$ cat config.mk
export PLATFORM = sky130hd
export DESIGN_NAME = teq_store
export DESIGN_NICKNAME = d
export VERILOG_FILES = /design/src/rtl/teq_pkg.sv /design/src/rtl/teq_store.sv
export SDC_FILE = /design/constraint.sdc
export NUM_CORES = 2
export LEC_CHECK = 0
export BUFFER_PORTS_ARGS = -buffer_cell sky130_fd_sc_hd__buf_2
export CORE_ASPECT_RATIO = 0.6
export CORE_UTILIZATION = 25
export CTS_CLUSTER_SIZE = 16
export DETAILED_ROUTE_END_ITERATION = 10
export PLACE_DENSITY = 0.49
export SLEW_MARGIN = 20
export SYNTH_ARGS = -nofsm -noshare
export SYNTH_HDL_FRONTEND = slang
export SYNTH_MEMORY_MAX_BITS = 65536
export SYNTH_SLANG_ARGS = --single-unit
$ cat constraint.sdc
create_clock -name clk -period 11.5 [get_ports clk]
set_input_delay 0.575 -clock clk [delete_from_list [all_inputs] [get_ports clk]]
set_output_delay 0.575 -clock clk [all_outputs]
set_load 0.01 [all_outputs]
$ cat src/rtl/teq_pkg.sv
// Package for the timed event queue: op and result codes, entry and state types.
// No dependencies.
package teq_pkg;

  localparam int unsigned TimeW = 32;
  localparam int unsigned IdW   = 16;
  localparam int unsigned ValW  = 32;
  localparam int unsigned MaxRes = 32;

  typedef enum logic [2:0] {
    OP_INSERT  = 3'd0,
    OP_SERVICE = 3'd1,
    OP_CANCEL_CALLER = 3'd2,
    OP_CANCEL_TARGET = 3'd3,
    OP_QUERY   = 3'd4
  } op_t;

  typedef enum logic [1:0] {
    KIND_INSERT = 2'd0,
    KIND_FIRED  = 2'd1,
    KIND_CANCEL = 2'd2,
    KIND_QUERY  = 2'd3
  } kind_t;

  typedef struct packed {
    logic [TimeW-1:0] due;
    logic [IdW-1:0]   target;
    logic [IdW-1:0]   input_name;
    logic [IdW-1:0]   caller;
    logic [IdW-1:0]   activator;
    logic [ValW-1:0]  value;
    logic [IdW-1:0]   stamp;
  } entry_t;

  typedef enum logic [3:0] {
    ST_IDLE   = 4'b0001,
    ST_INSERT = 4'b0010,
    ST_SCAN   = 4'b0100,
    ST_DONE   = 4'b1000
  } state_t;

endpackage

$ cat src/rtl/teq_store.sv
// Entry memory of the timed event queue: one write port, one registered read port.
// Depends on teq_pkg.
module teq_store #(
  parameter int unsigned DEPTH = 32,
  parameter int unsigned AW    = 5
) (
  input  logic            clk,
  input  logic            we,
  input  logic [AW-1:0]   waddr,
  input  teq_pkg::entry_t wdata,
  input  logic [AW-1:0]   raddr,
  output teq_pkg::entry_t rdata
);
  import teq_pkg::*;

  entry_t mem [DEPTH];

  always_ff @(posedge clk) begin
    if (we) begin
      mem[waddr] <= wdata;
    end
    rdata <= mem[raddr];
  end

endmodule
==> report_table.html <==
<table>
<tr><th>Metric</th><th>Value</th></tr>
<tr><th colspan="2">GRT</th></tr>
<tr><td>Combined global-route utilization of all metal layers</td><td>0.146</td></tr>
<tr><td>Vias in the first global route</td><td>~85k</td></tr>
<tr><td>Congestion Overflow GR</td><td>0</td></tr>
<tr><td>Antenna violations before repair</td><td>120</td></tr>
<tr><td>Largest net degree at the start of global routing</td><td>142</td></tr>
<tr><td>Global-route wire length before repair</td><td>719 mm</td></tr>
<tr><th colspan="2">Die</th></tr>
<tr><td>Die Span X</td><td>approximately 1.1 mm</td></tr>
<tr><td>Area of the core</td><td>695000 µm²</td></tr>
<tr><td>Starting density of the core</td><td>0.251</td></tr>
<tr><td>Top-Level Pins</td><td>300</td></tr>
<tr><td>Die span in y</td><td>about 650 µm</td></tr>
<tr><td>Die Area</td><td>roughly 700000 µm²</td></tr>
<tr><td>Row count</td><td>237</td></tr>
<tr><th colspan="2">Setup path</th></tr>
<tr><td>FF-to-FF Start</td><td>mem[22][93]</td></tr>
<tr><td>Critical Path RT</td><td>12.37 ns</td></tr>
<tr><td>Crit-path cells</td><td>buf_12, buf_12, buf_4, buf_4, mux4_2, o22ai_1, nor4_1</td></tr>
<tr><td>Classification of the worst setup path</td><td>primary input to flip-flop</td></tr>
<tr><td>Data arrival time of the critical path</td><td>4.47 ns</td></tr>
<tr><td>CP bufs+invs</td><td>4</td></tr>
<tr><td>Largest fanout on the critical path</td><td>114</td></tr>
<tr><td>Slowest cell on the critical path</td><td>sky130_fd_sc_hd__buf_4</td></tr>
<tr><td>Slowest cell delay on critical path</td><td>0.84 ns</td></tr>
<tr><td>Startpoint of the worst setup timing path</td><td>raddr[2]</td></tr>
<tr><td>Startpoint Class</td><td>primary input</td></tr>
<tr><td>Kind of capture point of the worst setup path</td><td>flip-flop</td></tr>
<tr><td>Kind of cell adding the most delay to the critical path</td><td>buffers and inverters</td></tr>
<tr><th colspan="2">Yosys</th></tr>
<tr><td>FF+latch count, synth</td><td>4752</td></tr>
<tr><td>Proportion of netlist area held by the largest area contributor</td><td>0.793</td></tr>
<tr><td>Count of warnings emitted by yosys</td><td>0</td></tr>
<tr><td>Syn Inst Count</td><td>slightly above 7k</td></tr>
<tr><td>Yosys top cell by area</td><td>sky130_fd_sc_hd__edfxtp_1</td></tr>
<tr><td>Main synth FF type</td><td>sky130_fd_sc_hd__edfxtp_1</td></tr>
<tr><td>Number of flops mapped to enable cells by yosys</td><td>4608</td></tr>
<tr><td>Part of the Yosys area used for sequential elements</td><td>0.809</td></tr>
<tr><td>Post-synthesis cell area</td><td>174000 µm²</td></tr>
<tr><td>Fraction of registers with async set/reset</td><td>0</td></tr>
<tr><td>Post-Syn Area per Cell</td><td>between 20 and 25 µm²</td></tr>
<tr><td>Dominant cells by area after synthesis</td><td>sky130_fd_sc_hd__edfxtp_1, sky130_fd_sc_hd__mux4_2, sky130_fd_sc_hd__o22ai_1</td></tr>
<tr><td>Post-synthesis cell type count</td><td>26</td></tr>
<tr><td>Syn Nets</td><td>between 7k and 8k</td></tr>
<tr><th colspan="2">Finish</th></tr>
<tr><td>Top library cells by usage in the layout, fill and taps aside</td><td>sky130_fd_sc_hd__edfxtp_1, sky130_fd_sc_hd__mux4_2, sky130_fd_sc_hd__o22ai_1, sky130_fd_sc_hd__clkbuf_16, sky130_fd_sc_hd__buf_2</td></tr>
<tr><td>Post-layout net count</td><td>8047</td></tr>
<tr><td>Leading cell type in the layout, fill and taps excluded</td><td>sky130_fd_sc_hd__edfxtp_1</td></tr>
<tr><td>Synthesis-to-layout area growth</td><td>16.7%</td></tr>
<tr><td>Share of layout cells above drive strength 1</td><td>0.278</td></tr>
<tr><td>Fillers</td><td>between 60k and 70k</td></tr>
<tr><td>Fin cells</td><td>17.6k</td></tr>
<tr><th colspan="2">Clock tree</th></tr>
<tr><td>Count of H-tree levels built during CTS</td><td>5</td></tr>
<tr><td>Post-cts sizing count</td><td>0</td></tr>
<tr><td>Clock buffer count from CTS</td><td>about 450</td></tr>
<tr><td>Clock latency on the worst-skew pair</td><td>1.06 ns</td></tr>
<tr><td>TritonCTS clock tree</td><td>yes</td></tr>
<tr><td># Post-CTS Setup Buffers</td><td>0</td></tr>
<tr><td>CTS root buffer</td><td>sky130_fd_sc_hd__clkbuf_16</td></tr>
<tr><td>Clock sink count</td><td>4752</td></tr>
<tr><td>CTS clk-pin slew, worst paths</td><td>around 0.06 ns</td></tr>
<tr><td>Number of buffers on the longest clock path</td><td>5</td></tr>
<tr><th colspan="2">STA</th></tr>
<tr><td>Unrepaired setup endpoints after global routing</td><td>false</td></tr>
<tr><td>Count of endpoints failing hold in the final timing report</td><td>0</td></tr>
<tr><td>Total setup violations reported at the end of the flow</td><td>0</td></tr>
<tr><td>Final-report max-slew violation count</td><td>0</td></tr>
<tr><td>Post-route worst hold slack</td><td>0.0728 ns</td></tr>
<tr><td>Actual transition at the worst max-transition pin</td><td>1.21 ns</td></tr>
<tr><td>Final period demand of the worst path</td><td>3.60 ns</td></tr>
<tr><td>Headroom to the max-slew limit</td><td>0.191</td></tr>
<tr><td>FMAX</td><td>about 280 MHz</td></tr>
<tr><td>Final cycle utilization of the critical path</td><td>0.313</td></tr>
<tr><td>Post-Route Setup TNS</td><td>0 ns</td></tr>
<tr><td>Final Skew</td><td>0.0773 ns</td></tr>
<tr><th colspan="2">Drt</th></tr>
<tr><td>Number of DRC violations after detailed routing</td><td>0</td></tr>
<tr><td>WL per Instance</td><td>~30 µm</td></tr>
<tr><td>Vias</td><td>approximately 84k</td></tr>
<tr><td>Pre-Repair DR Iteration Count</td><td>8</td></tr>
<tr><td>Routed Antenna Nets</td><td>0</td></tr>
<tr><td>Detailed router's first-iteration violation count</td><td>10.1k</td></tr>
<tr><td>Routed WL</td><td>528 mm</td></tr>
<tr><td>Post-detailed-route via-to-cell ratio</td><td>roughly 4.8</td></tr>
<tr><th colspan="2">Power and ir drop</th></tr>
<tr><td>Combinational group share of total power</td><td>0.046</td></tr>
<tr><td>Leakage power of the design</td><td>a little over 60 nW</td></tr>
<tr><td>Internal Power</td><td>about 28 mW</td></tr>
<tr><td>Sequential power share</td><td>0.538</td></tr>
<tr><td>Highest ir drop seen on vdd</td><td>0.133 mV</td></tr>
<tr><td>Portion of total power attributed to the clock network</td><td>0.416</td></tr>
<tr><td>Net switching power</td><td>7.78 mW</td></tr>
<tr><td>Power density normalized to cell area</td><td>177 nW/µm²</td></tr>
<tr><td>Share of total power consumed by net switching</td><td>0.216</td></tr>
<tr><th colspan="2">Worst hold path</th></tr>
<tr><td>Tightest Hold Check Type</td><td>primary input to flip-flop</td></tr>
<tr><td>Startpoint of the worst hold path</td><td>wdata[78]</td></tr>
<tr><th colspan="2">Place</th></tr>
<tr><td>Hpwl dp</td><td>between 200 and 300 mm</td></tr>
<tr><td>Post-Place Cells</td><td>16.7k</td></tr>
<tr><td>Gp weighted congestion</td><td>0.704</td></tr>
<tr><td>Number of buffers inserted by port buffering</td><td>approximately 300</td></tr>
<tr><th colspan="2">Job</th></tr>
<tr><td>Maxcap violations</td><td>0</td></tr>
<tr><th colspan="2">Run status</th></tr>
<tr><td>Outcome</td><td>complete, no violations</td></tr>
</table>
## Yosys cell counts, types with 6 or more instances
master / count
sky130_fd_sc_hd__a22oi_1: 114
sky130_fd_sc_hd__buf_1: 27
sky130_fd_sc_hd__buf_2: 151
sky130_fd_sc_hd__buf_4: 91
sky130_fd_sc_hd__buf_6: 10
sky130_fd_sc_hd__clkbuf_1: 117
sky130_fd_sc_hd__dfxtp_1: 144
sky130_fd_sc_hd__edfxtp_1: 4608
sky130_fd_sc_hd__mux2i_1: 152
sky130_fd_sc_hd__mux4_2: 1076
sky130_fd_sc_hd__nand3_1: 41
sky130_fd_sc_hd__nand3b_1: 6
sky130_fd_sc_hd__nand4_1: 19
sky130_fd_sc_hd__nor2_1: 36
sky130_fd_sc_hd__nor4_1: 125
sky130_fd_sc_hd__o22ai_1: 500
## registers in the layout (all words and copies together) (netlist names)
name   count
rdata    144
mem     4608
## layout make-up
class	count	area, µm²	share of cell area
Clock buffer	540	11800	0.0578
Multi-Input combinational cell	2088	31600	0.155
Clock inverter	265	2690	0.0132
Tap cell	9321	11700	0.0573
Antenna cell	16	40.0	0.000197
Sequential cell	4752	141000	0.694
Timing Repair Buffer	604	4680	0.0230
## cell families after synthesis
logic type,share of synthesized area
mux,0.148
flops,0.809
compound gates,0.0228
simple gates,0.00810
buf+inv,0.0120
## metal layers
metal	wire, µm	global-route usage	share of wire	vias up
li1	-	-	-	32900
met1	236000	0.213	0.45	47000
met2	246000	0.232	0.47	3418
met3	35300	0.0255	0.067	781
met4	10400	0.0269	0.020	26
met5	162	0	0.00031	-
## worst paths after layout
kind / end / cells past startpoint / slack (ns)
worst max-delay path: rdata[84] / 7 / 7.90
worst min-delay path: mem[28][78] / 1 / 0.07
worst max register to register: rdata[93] / 3 / 9.61
worst min register to register: rdata[8] / 3 / 0.68
## power by group through the flow
stage / registers, mW / logic [mW] / clock network [mW]
after floorplan: 19.7 / 0.836 / 0
after global placement: 19.8 / 1.63 / 0
after detailed placement: 19.8 / 1.66 / 0
after CTS: 19.4 / 1.71 / 15.3
after global routing: 19.4 / 1.78 / 15.9
final: 19.4 / 1.66 / 15.0
## per-stage QoR
stage / power, mW / area (µm²) / worst slack, ns / util
after floorplan: 20.6 / 175000 / 3.63 / -
after global placement: 21.4 / 188000 / 6.89 / 0.271
after detailed placement: 21.4 / 188000 / 6.85 / 0.271
after CTS: 36.4 / 204000 / 7.93 / 0.293
after global routing: 37.1 / 204000 / 7.83 / 0.293
final: 36.0 / 204000 / 7.90 / 0.293
## timing repair
action                      CTS  global route
setup endpoints to repair     0             0
hold buffers                114             0
hold endpoints to repair   2725             0
Power figures use the tool's default switching activity.
